$ cat src/rtl/kle_pkg.sv
`timescale 1ns / 1ps

package kle_pkg;

  localparam int unsigned LineDepth    = 512;
  localparam int unsigned LineAw       = $clog2(LineDepth);
  localparam int unsigned CountW       = LineAw + 1;
  localparam int unsigned ConsoleCount = 12;

  localparam logic [7:0] CharNewline = 8'h0A;
  localparam logic [7:0] CharTab     = 8'h09;
  localparam logic [3:0] TabCells    = 4'd8;
  localparam logic [3:0] OneCell     = 4'd1;

  localparam logic [7:0] KeyCtrl = 8'd0;
  localparam logic [7:0] KeyAlt  = 8'd1;
  localparam logic [7:0] KeyBksp = 8'd2;
  localparam logic [7:0] KeyF1   = 8'd3;
  localparam logic [7:0] KeyF12  = 8'd14;

  localparam logic OpKey  = 1'b0;
  localparam logic OpRead = 1'b1;

  localparam logic [1:0] KindChar    = 2'd0;
  localparam logic [1:0] KindSpecial = 2'd1;

  typedef enum logic [1:0] {
    STS_OK      = 2'd0,
    STS_NO_PERM = 2'd1,
    STS_INVALID = 2'd2,
    STS_FULL    = 2'd3
  } status_e;

  typedef enum logic [3:0] {
    CMD_READ,
    CMD_NO_PERM,
    CMD_INVALID,
    CMD_CTRL,
    CMD_ALT,
    CMD_FKEY,
    CMD_CHAR,
    CMD_BKSP,
    CMD_IGNORE
  } cmd_e;

  typedef struct packed {
    cmd_e       kind;
    logic [7:0] key;
    logic       release_key;
  } cmd_t;

  // packed so that status sits in the lowest bits
  typedef struct packed {
    logic [7:0] read_char;
    logic       read_valid;
    logic       wake_reader;
    logic [3:0] switch_target;
    logic       switch_valid;
    logic [3:0] erase_count;
    logic [7:0] echo_char;
    logic       echo_valid;
    status_e    status;
  } res_t;

  typedef enum logic {
    BK_IDLE,
    BK_MEM
  } back_state_e;

endpackage

$ cat src/rtl/kle_front.sv
`timescale 1ns / 1ps

module kle_front (
  input  logic          clk_i,
  input  logic          rst_ni,
  input  logic          in_valid_i,
  output logic          in_ready_o,
  input  logic          opcode_i,
  input  logic          caller_permitted_i,
  input  logic [1:0]    event_kind_i,
  input  logic [7:0]    key_code_i,
  input  logic          is_release_i,
  output logic          cmd_valid_o,
  input  logic          cmd_pop_i,
  output kle_pkg::cmd_t cmd_o
);
  import kle_pkg::*;

  cmd_t       cls;
  cmd_t       q_q [2];
  logic       wr_ptr_q, wr_ptr_d;
  logic       rd_ptr_q, rd_ptr_d;
  logic [1:0] cnt_q, cnt_d;
  logic       push;
  logic [7:0] fkey_idx;

  assign fkey_idx = key_code_i - KeyF1;

  always_comb begin
    cls.key         = key_code_i;
    cls.release_key = is_release_i;
    if (opcode_i == OpRead) begin
      cls.kind = CMD_READ;
    end else if (!caller_permitted_i) begin
      cls.kind = CMD_NO_PERM;
    end else if (event_kind_i == KindChar) begin
      cls.kind = CMD_CHAR;
    end else if (event_kind_i != KindSpecial) begin
      cls.kind = CMD_INVALID;
    end else if (key_code_i == KeyCtrl) begin
      cls.kind = CMD_CTRL;
    end else if (key_code_i == KeyAlt) begin
      cls.kind = CMD_ALT;
    end else if (key_code_i == KeyBksp) begin
      cls.kind = CMD_BKSP;
    end else if (key_code_i >= KeyF1 && key_code_i <= KeyF12
                 && fkey_idx < 8'(ConsoleCount)) begin
      cls.kind = CMD_FKEY;
    end else begin
      cls.kind = CMD_IGNORE;
    end
  end

  assign in_ready_o  = (cnt_q != 2'd2);
  assign push        = in_valid_i && in_ready_o;
  assign cmd_valid_o = (cnt_q != 2'd0);
  assign cmd_o       = q_q[rd_ptr_q];

  always_comb begin
    wr_ptr_d = wr_ptr_q;
    rd_ptr_d = rd_ptr_q;
    cnt_d    = cnt_q;
    if (push) begin
      wr_ptr_d = ~wr_ptr_q;
    end
    if (cmd_pop_i) begin
      rd_ptr_d = ~rd_ptr_q;
    end
    if (push && !cmd_pop_i) begin
      cnt_d = cnt_q + 2'd1;
    end else if (!push && cmd_pop_i) begin
      cnt_d = cnt_q - 2'd1;
    end
  end

  always_ff @(posedge clk_i or negedge rst_ni) begin
    if (!rst_ni) begin
      wr_ptr_q <= 1'b0;
      rd_ptr_q <= 1'b0;
      cnt_q    <= 2'd0;
    end else begin
      wr_ptr_q <= wr_ptr_d;
      rd_ptr_q <= rd_ptr_d;
      cnt_q    <= cnt_d;
    end
  end

  always_ff @(posedge clk_i) begin
    if (push) begin
      q_q[wr_ptr_q] <= cls;
    end
  end

  a_cnt_bound: assert property (@(posedge clk_i) disable iff (!rst_ni)
    cnt_q <= 2'd2) else $error("queue count overflow");

  a_no_pop_empty: assert property (@(posedge clk_i) disable iff (!rst_ni)
    cmd_pop_i |-> cnt_q != 2'd0) else $error("pop from empty queue");

endmodule

$ cat config.mk
export PLATFORM = sky130hd
export DESIGN_NAME = kle_front
export DESIGN_NICKNAME = d
export VERILOG_FILES = /design/src/rtl/kle_pkg.sv /design/src/rtl/kle_front.sv
export SDC_FILE = /design/constraint.sdc
export NUM_CORES = 1
export LEC_CHECK = 0
export ABC_AREA = 1
export BUFFER_PORTS_ARGS = -buffer_cell sky130_fd_sc_hd__buf_2
export CORE_MARGIN = 2
export CORE_UTILIZATION = 32
export CTS_BUF_LIST = sky130_fd_sc_hd__clkbuf_16
export DETAILED_ROUTE_END_ITERATION = 12
export GPL_TIMING_DRIVEN = 0
export SLEW_MARGIN = 10
export SYNTH_ARGS = -nofsm -noshare
export SYNTH_HDL_FRONTEND = slang
export SYNTH_SLANG_ARGS = --single-unit
$ cat constraint.sdc
create_clock -name clk_i -period 2.11 [get_ports clk_i]
set_clock_uncertainty 0.2 [all_clocks]
set_input_delay 0.1055 -clock clk_i [delete_from_list [all_inputs] [get_ports clk_i]]
set_output_delay 0.1055 -clock clk_i [all_outputs]
set_load 0.005 [all_outputs]
# [Yosys cells after proc, flatten, opt, wreduce, memory -nomap -nowiden]
# Memories as Yosys holds them, arrays and structs flattened.
# Index checks and enable logic that the tools add are counted.
[op_classes] div=0 n_addsub=3 order_cmp=3 n_reduce_logical=11 n_mux=12 shifts=0 n_bitwise=2 multipliers=0 n_eq_ne=4
[op_table] op="$mux W4" n=8
[op_table] op="$eq A8 B1 Y1 const B" n=1
[op_table] op="$eq A8 B2 Y1 const B" n=1
[op_table] op="$ge A8 B2 Y1 const B" n=1
[op_table] op="$le A8 B4 Y1 const B" n=1
[op_table] op="$logic_not A8 Y1" n=1
[op_table] op="$lt A8 B4 Y1 const B" n=1
[op_table] op="$sub A8 B2 Y8 const B" n=1
[op_table] op="$logic_and A1 B1 Y1" n=5
[op_table] op="$mux W2" n=2
[op_table] op="$reduce_bool A2 Y1" n=2
[op_table] op="$add A2 B1 Y2 const B" n=1
[op_table] op="$logic_not A1 Y1" n=2
[op_table] op="$logic_not A2 Y1" n=1
[op_table] op="$mux W1" n=2
[op_table] op="$ne A2 B1 Y1 const B" n=1
[op_table] op="$ne A2 B2 Y1 const B" n=1
[op_table] op="$not A1 Y1" n=2
[op_table] op="$sub A2 B1 Y2 const B" n=1
[word_totals] ff_bits=4 latch_bits=0 romBits=0 n_memories=1 wordCells=39 mem_bits_rw=26 out_inout_bits=15 inputBits=17
[memory_table] memory="q_q" words=2 word_bits=13 rd=1 rd_clocked_by_memory_dff=0 write_ports=1 line="kle_front.sv:20" text="cmd_t q_q [2];"

# [Logic depth before layout (Yosys ltp)]
# Gate-level depths: netlist (run 1).
[depth] ltp_word=11 depth_mapped=8 depth_no_buf=8

# [Worst setup path after synthesis (run 1)]
# Ideal clock, no wire load.
[synth_timing] kind="register to register" startpoint="register cnt_q[0]" endpoint="memory q_q[1][0] (netlist bit), enable pin" setup_ps=384 path_stages_with_launch=5 period_less_slack_ps=1774 required_time_ps=1526 path_buffers=0 path_slack_ps=336 arrival_ps=1190 cell_sequence="dfrtp_1 -> inv_2 -> nand2_1 -> nand2_1 -> nor2_1"
[synth_via] elab_chain_len=4
[synth_rtl] item="start, declared" line="kle_front.sv:23" text="logic [1:0] cnt_q, cnt_d;"
[synth_rtl] item="start signal, assigned" line="kle_front.sv:84" text="cnt_q <= cnt_d;"
[synth_rtl] item="$ne A2 B2 Y1" line="kle_front.sv:54" text="assign in_ready_o = (cnt_q != 2'd2);"
[synth_rtl] item="via in_ready_o" line="kle_front.sv:7" text="output logic in_ready_o,"
[synth_rtl] item="$logic_and A1 B1 Y1" line="kle_front.sv:55" text="assign push = in_valid_i && in_ready_o;"
[synth_rtl] item="$mux W1" line="kle_front.sv:89" text="if (push) begin"
[synth_rtl] item="$mux W1 (implied by the code)" line="kle_front.sv:90" text="q_q[wr_ptr_q] <= cls;"
[synth_rtl] item="end, declared" line="kle_front.sv:20"
# The timed path passes the listed nets, and every way through them passes these cells.

==> reports/summary.txt, run 1 <==
Status = finished clean
Pre-antenna DRT Iters = 4
Iter 0 DRT Violations = 43
Vias in the first global route = 930
Setup Viol. Count Final = 0
Syn Nets = 116
Buffers on Ports = 31
RSZ-0062 raised after global routing = false
Critical Path RT = 1920 ps
Netlist cell types = 25
Layout cell share with drive strength beyond 1 = 39.7%
Cell count after synthesis = 98
Vias post-DR = 874
Avg Inst Size Synth = 14.0 um2
Synth Warn # = 0
Hpwl dp = 1.68 mm
First-pass GRT wire length = 4.06 mm
Via/cell ratio = 4.35
Hold WS = 34.4 ps
Num ports = 32
Die span in y = 69.6 um
Yosys reg bits = 30
GR Util All Layers = 11.3%
Worst Path Class, Setup = input port to flop
Syn Std Cell Area = 1380 um2
Final core occ = 46.3%
Pin count of the biggest net entering global routing = 15
Routed Antenna Nets = 0
Post-CTS Setup Repair Bufs = 0
CTS root buffer = clkbuf_16
DIE WIDTH = 69.6 um
Clk Latency, worst-skew pair = 270 ps
# DRC = 0
CP endpoint kind = flop
Die ar. = 4840 um2
Initial core utilization = 33.9%
Static Leak = 0.843 nW
Clock transition at the registers of the reported paths = 50 ps
Crit start category = input port
Max Cap Violations = 0
H-tree depth = 2
Area contributors post-synth = edfxtp_1, mux2_4, dfrtp_1
Fmax = 497 MHz
Multi-input gate area = 437 um2
Power per standard cell area = 1170 nW/um2
Total wire length = 2.43 mm
Core Area = 4060 um2
Row cnt = 23
Register area share after synthesis = 64.1%
Slew Limit Fails = 0
Clock sink count = 30
WL per Instance = 12.1 um
Worst Tran Pin Value = 725 ps
Tmin final = 2010 ps
Final period util = 95.4%
Nets = 168
Synth-to-layout area growth = 36.7%
# fillers = 367
Final Hold Fails = 0
Placer Congestion = 0.800
Diode count = 0
Synth top area share = 56.8%
Initial antenna violation count = 0
CP max FO = 4
Yosys top cell by area = edfxtp_1
CP Data Arrival Time = 1820 ps
Peak supply drop = 0.000449 V
Max clock buf depth = 2
Total global routing overflow = 0
Flip-flop and latch area = 881 um2
CTS buffer count = 5
HP Class = input port to flop
CTS tree = built
Slew HR = 51.6%
Setup TNS = 0 ps
-- per-stage QoR --
step,cells,cell area (um2),total power [mW],setup slack (ps)
2_1_floorplan,98,1380,1.30,336
3_3_place_gp,179,1590,1.51,18.7
3_5_place_dp,179,1590,1.55,-81.4
4_1_cts,201,1870,2.23,62.5
5_1_grt,201,1880,2.33,11.2
6_report,201,1880,2.19,96.3
-- timing repair --
item	CTS	global route
hold buffers	14	0
gates resized for setup	2	1
hold endpoints to repair	25	0
endpoints found under the setup margin	26	2
-- where the power goes --
group | leakage [nW] | switching (mW) | internal, mW
Sequential | 0.290 | 0.0699 | 0.823
Combinational | 0.487 | 0.310 | 0.342
Clock | 0.0663 | 0.224 | 0.422
Total | 0.843 | 0.604 | 1.59
-- routing by layer --
layer  share of wire [%]  GRT usage [%]  vias up
met4                 3.9           10.0        0
li1                    -              -      435
met3                 6.6           5.52        8
met2                  50           17.7       29
met1                  39           10.9      402
met5                   0              0        -
-- Yosys cell counts --
library cell	instances
edfxtp_1	26
nand2_1	14
inv_1	11
mux2_4	9
nor2_1	6
dfrtp_1	4
inv_2	4
mux2_1	4
a21oi_1	2
nor2_8	2
xor2_1	2
a21oi_2	1
and2_1	1
buf_6	1
ha_1	1
nand2_2	1
nand2_4	1
nand3_1	1
nand3_2	1
nand3b_1	1
nand4_1	1
nor2_2	1
nor3_2	1
o21ai_1	1
xnor2_1	1
-- sequential cells by signal, indices dropped and copies added, names as in the netlist --
name      cells
cnt_q         2
q_q          26
rd_ptr_q      1
wr_ptr_q      1
-- cell families after synthesis --
logic type                 synth area share [%]
adders and majority gates                 0.910
AOI/OAI and AO/OA                          1.73
and+or+nand+nor                            13.4
muxes                                      13.1
xor gates and xnor gates                   1.91
buffers and inverters                      4.91
DFF                                        64.1
-- cell usage in the layout, fill, tap and decap left out, drive strengths merged --
master / n
nand4: 1
ha: 1
mux2: 13
o21ai: 1
and2: 1
inv: 15
xnor2: 1
dlygate4sd3: 14
nor2: 9
clkbuf: 5
nand3b: 1
clkinv: 3
edfxtp: 26
buf: 32
dfrtp: 4
nand2: 16
xor2: 2
nand3: 2
a21oi: 3
nor3: 1
-- final timing paths --
path                                       from          to  slack (ps)  depth (start not counted)
worst max-delay path              key_code_i[2]   q_q[0][9]         100                          9
worst min-delay path            event_kind_i[0]  q_q[1][11]          30                          4
worst max register to register         cnt_q[0]   q_q[1][8]         280                          4
worst min register to register         cnt_q[0]    cnt_q[0]         330                          1
max in group asynchronous                rst_ni    cnt_q[0]         990                          3
min in group asynchronous                rst_ni    cnt_q[1]         550                          3
-- final cells by class --
| class | count | share of cell area [%] |
|---|---|---|
| timing repair buffer | 45 | 15.7 |
| tap | 50 | 3.33 |
| clock buffer | 5 | 6.66 |
| multi-input combinational | 52 | 23.2 |
| buffer | 1 | 0.599 |
| inverter | 15 | 3.00 |
| clock inverter | 3 | 0.599 |
| sequential | 30 | 46.9 |
-- critical path, cell delays in order --
cell and delay, ps:
dlygate4sd3_1 540, buf_2 150, nor2_4 130, nand2_1 80
nand3_2 90, nand2_1 50, nand2_1 70, a21oi_2 50
dlygate4sd3_1 560
Power figures use the tool's default switching activity.
==> run 2, diff against run 1 <==
--- a/config.mk
+++ b/config.mk
@@ -5,13 +5,15 @@
 export SDC_FILE = /design/constraint.sdc
 export NUM_CORES = 1
 export LEC_CHECK = 0
-export ABC_AREA = 1
 export BUFFER_PORTS_ARGS = -buffer_cell sky130_fd_sc_hd__buf_2
+export CELL_PAD_IN_SITES_DETAIL_PLACEMENT = 1
+export CELL_PAD_IN_SITES_GLOBAL_PLACEMENT = 1
 export CORE_MARGIN = 2
 export CORE_UTILIZATION = 32
 export CTS_BUF_LIST = sky130_fd_sc_hd__clkbuf_16
 export DETAILED_ROUTE_END_ITERATION = 12
 export GPL_TIMING_DRIVEN = 0
+export PLACE_DENSITY_LB_ADDON = 0.1
 export SLEW_MARGIN = 10
 export SYNTH_ARGS = -nofsm -noshare
 export SYNTH_HDL_FRONTEND = slang
==> run 2 against run 1 <==
Effect of this change:
- die area decreased by 8.2%
- register-to-register slack about the same
- sequential cell count is the same
- core utilization rose by 0.82 points
- area after synthesis decreased by 8.6%
- non-clock buffer count stayed put
- count of clock-buffer cells in the layout did not move
- design area decreased by 6.8%
- sequential power up 0.7%
- cell count fell by 13%
- worst hold slack got worse by 8.6 ps
- critical endpoint unchanged
- largest cell class unchanged
==> reports/summary.txt, run 2 <==
Status = finished clean (unchanged)
Asr flop ratio synth = 13.3% (unchanged)
Peak supply drop = 0.000575 V (was 0.000449 V)
Buffers on Ports = 31 (unchanged)
Initial antenna violation count = 0 (unchanged)
Final period util = 87.0% (was 95.4%)
HP Class = input port to flop (unchanged)
First-pass GRT wire length = 4.02 mm (was 4.06 mm)
Num ports = 32 (unchanged)
Power per standard cell area = 1210 nW/um2 (was 1170 nW/um2)
Total wire length = 2.45 mm (was 2.43 mm)
Fmax = 545 MHz (was 497 MHz)
Die span in y = 66.7 um (was 69.6 um)
Pre-antenna DRT Iters = 4 (unchanged)
Worst Setup SP = cnt_q[0] (was key_code_i[2])
H-tree depth = 2 (unchanged)
Clock transition at the registers of the reported paths = 50 ps (about the same)
Final core occ = 47.1% (was 46.3%)
Setup TNS = 0 ps (unchanged)
Diode count = 0 (unchanged)
Iter 0 DRT Violations = 31 (was 43)
Syn Nets = 91 (was 116)
Final Hold Fails = 0 (unchanged)
WL per Instance = 14.1 um (was 12.1 um)
Vias in the first global route = 820 (was 930)
Core Area = 3720 um2 (was 4060 um2)
Synth top area share = 62.2% (was 56.8%)
Die ar. = 4440 um2 (was 4840 um2)
Routed Antenna Nets = 0 (unchanged)
CP Data Arrival Time = 1540 ps (was 1820 ps)
Avg Inst Size Synth = 17.2 um2 (was 14.0 um2)
Reg2Reg Depth = 3 (was 4)
Slew Limit Fails = 0 (unchanged)
Post-synth top cells = edfxtp_1, mux2_2, dfrtp_1, nor2_1 (was edfxtp_1, nand2_1, inv_1, mux2_4, nor2_1)
Fin cells = 174 (was 201)
CTS buffer count = 5 (unchanged)
Most common cell after layout, fill and taps aside = buf_2 (unchanged)
EDFF count, synth = 26 (unchanged)
Max Cap Violations = 0 (unchanged)
RSZ-0062 raised after global routing = false (unchanged)
Tmin final = 1840 ps (was 2010 ps)
Row cnt = 22 (was 23)
Worst Tran Pin Value = 747 ps (was 725 ps)
Top Registers = q_q x26, cnt_q x2 (unchanged)
Yosys reg bits = 30 (unchanged)
Cell count after synthesis = 73 (was 98)
Setup Viol. Count Final = 0 (unchanged)
Commonest non-fill, non-tap cells in the layout = buf_2, edfxtp_1, dlygate4sd3_1, mux2_2, clkbuf_16 (was buf_2, edfxtp_1, nand2_1, dlygate4sd3_1, inv_1)
R2r startpoint = cnt_q[0] (unchanged)
Placer Congestion = 0.719 (was 0.800)
Vias post-DR = 796 (was 874)
Synth-to-layout area growth = 39.4% (was 36.7%)
Total power = 2.13 mW (was 2.19 mW)
Top_reg_cell synth = edfxtp_1 (unchanged)
Crit start category = flop (was input port)
Via/cell ratio = 4.57 (was 4.35)
Synth Warn # = 0 (unchanged)
Static Leak = 0.688 nW (was 0.843 nW)
CP max FO = 13 (was 4)
GR Util All Layers = 13.6% (was 11.3%)
Max clock buf depth = 2 (unchanged)
Total global routing overflow = 0 (unchanged)
Syn Std Cell Area = 1260 um2 (was 1380 um2)
DIE WIDTH = 66.7 um (was 69.6 um)
Layout cell share with drive strength beyond 1 = 43.7% (was 39.7%)
Reg2reg end = q_q[0][9] (was q_q[1][8])
CTS root buffer = clkbuf_16 (unchanged)
# DRC = 0 (unchanged)
Clock sink count = 30 (unchanged)
Area contributors post-synth = edfxtp_1, mux2_2, dfrtp_1 (was edfxtp_1, mux2_4, dfrtp_1)
Worst Hold Path Cells = 2 (was 4)
Hpwl dp = 1.61 mm (was 1.68 mm)
Initial core utilization = 33.8% (was 33.9%)
Flop2flop setup slack = 270 ps (was 280 ps)
Critical Path Sink = q_q[0][9] (unchanged)
Pin count of the biggest net entering global routing = 14 (was 15)
# fillers = 389 (was 367)
Nets = 143 (was 168)
Netlist cell types = 24 (was 25)
Largest Register = q_q (unchanged)
Yosys top cell by area = edfxtp_1 (unchanged)
Placed Cells = 152 (was 179)
Clk Latency, worst-skew pair = 270 ps (about the same)
Most numerous cell in the Yosys netlist = edfxtp_1 (unchanged)
Critical Path RT = 1810 ps (was 1920 ps)
CTS tree = built (unchanged)
Hold WS = 25.8 ps (was 34.4 ps)
Worst Path Class, Setup = flop to flop (was input port to flop)
Register area share after synthesis = 70.1% (was 64.1%)
Max reg flops = 26 (unchanged)
CP endpoint kind = flop (unchanged)
Slew HR = 50.2% (was 51.6%)
[run 2: what timing repair did]
item                                    4_1_cts  5_1_grt
hold buffers                                 14        0
endpoints found under the setup margin       13        0
endpoints found under the hold margin        26        0
buffers inserted                              0        0
gates resized for setup                       1        0
[run 2: worst min path at each step]
stage | from | endpoint | slack [ps]
finish | opcode_i | q_q[1][9] | 30
global placement | rst_ni | wr_ptr_q | -280
CTS | opcode_i | q_q[1][9] | 30
global route | caller_permitted_i | q_q[1][9] | 30
detailed placement | rst_ni | wr_ptr_q | -280
floorplan | rst_ni | cnt_q[0] | -390
[run 2: cell families after synthesis]
logic type | count (synthesis) | share of synthesized area [%]
flip-flops | 30 | 70.1
AND/OR/NAND/NOR | 14 | 7.67
multiplexers | 13 | 11.7
AO/OA/AOI/OAI | 6 | 4.28
XOR/XNOR | 5 | 3.49
buffers and inverters | 4 | 1.79
adder cells (fa/ha/maj) | 1 | 0.996
[run 2: power breakdown]
group / total (mW) / internal, mW / switching, mW / leakage, nW
sequential: 0.899 / 0.828 / 0.0716 / 0.289
clock: 0.657 / 0.424 / 0.232 / 0.0724
combinational: 0.572 / 0.307 / 0.266 / 0.326
[run 2: final cells by class]
class / count / area, um2 / area share (%)
repair buffers: 45 / 295 / 16.9
flip-flops and latches: 30 / 881 / 50.3
plain buffers: 1 / 11.3 / 0.643
clock inverters: 3 / 12.5 / 0.714
clock buffers: 5 / 125 / 7.14
multi-input cells: 39 / 355 / 20.3
well taps: 48 / 60.1 / 3.43
inverters: 3 / 11.3 / 0.643
[run 2: stage by stage]
step           setup slack, ps  cell area, um2
2_1_floorplan              308            1260
3_3_place_gp             -97.6            1470
3_5_place_dp              -116            1470
4_1_cts                    235            1750
5_1_grt                    126            1750
6_report                   274            1750
[run 2: routing by layer]
layer	vias to the layer above	GRT usage, %	share of wire, %
met5	-	0	0
li1	379	-	-
met2	25	21.3	50
met3	5	6.08	7.3
met4	0	9.18	2.9
met1	387	14.6	40
[run 2: worst max-delay path: stages (launching register included)]
cell and delay, ps:
dfrtp_1 400, nand2b_1 160, nand2_1 110, nor2_2 590
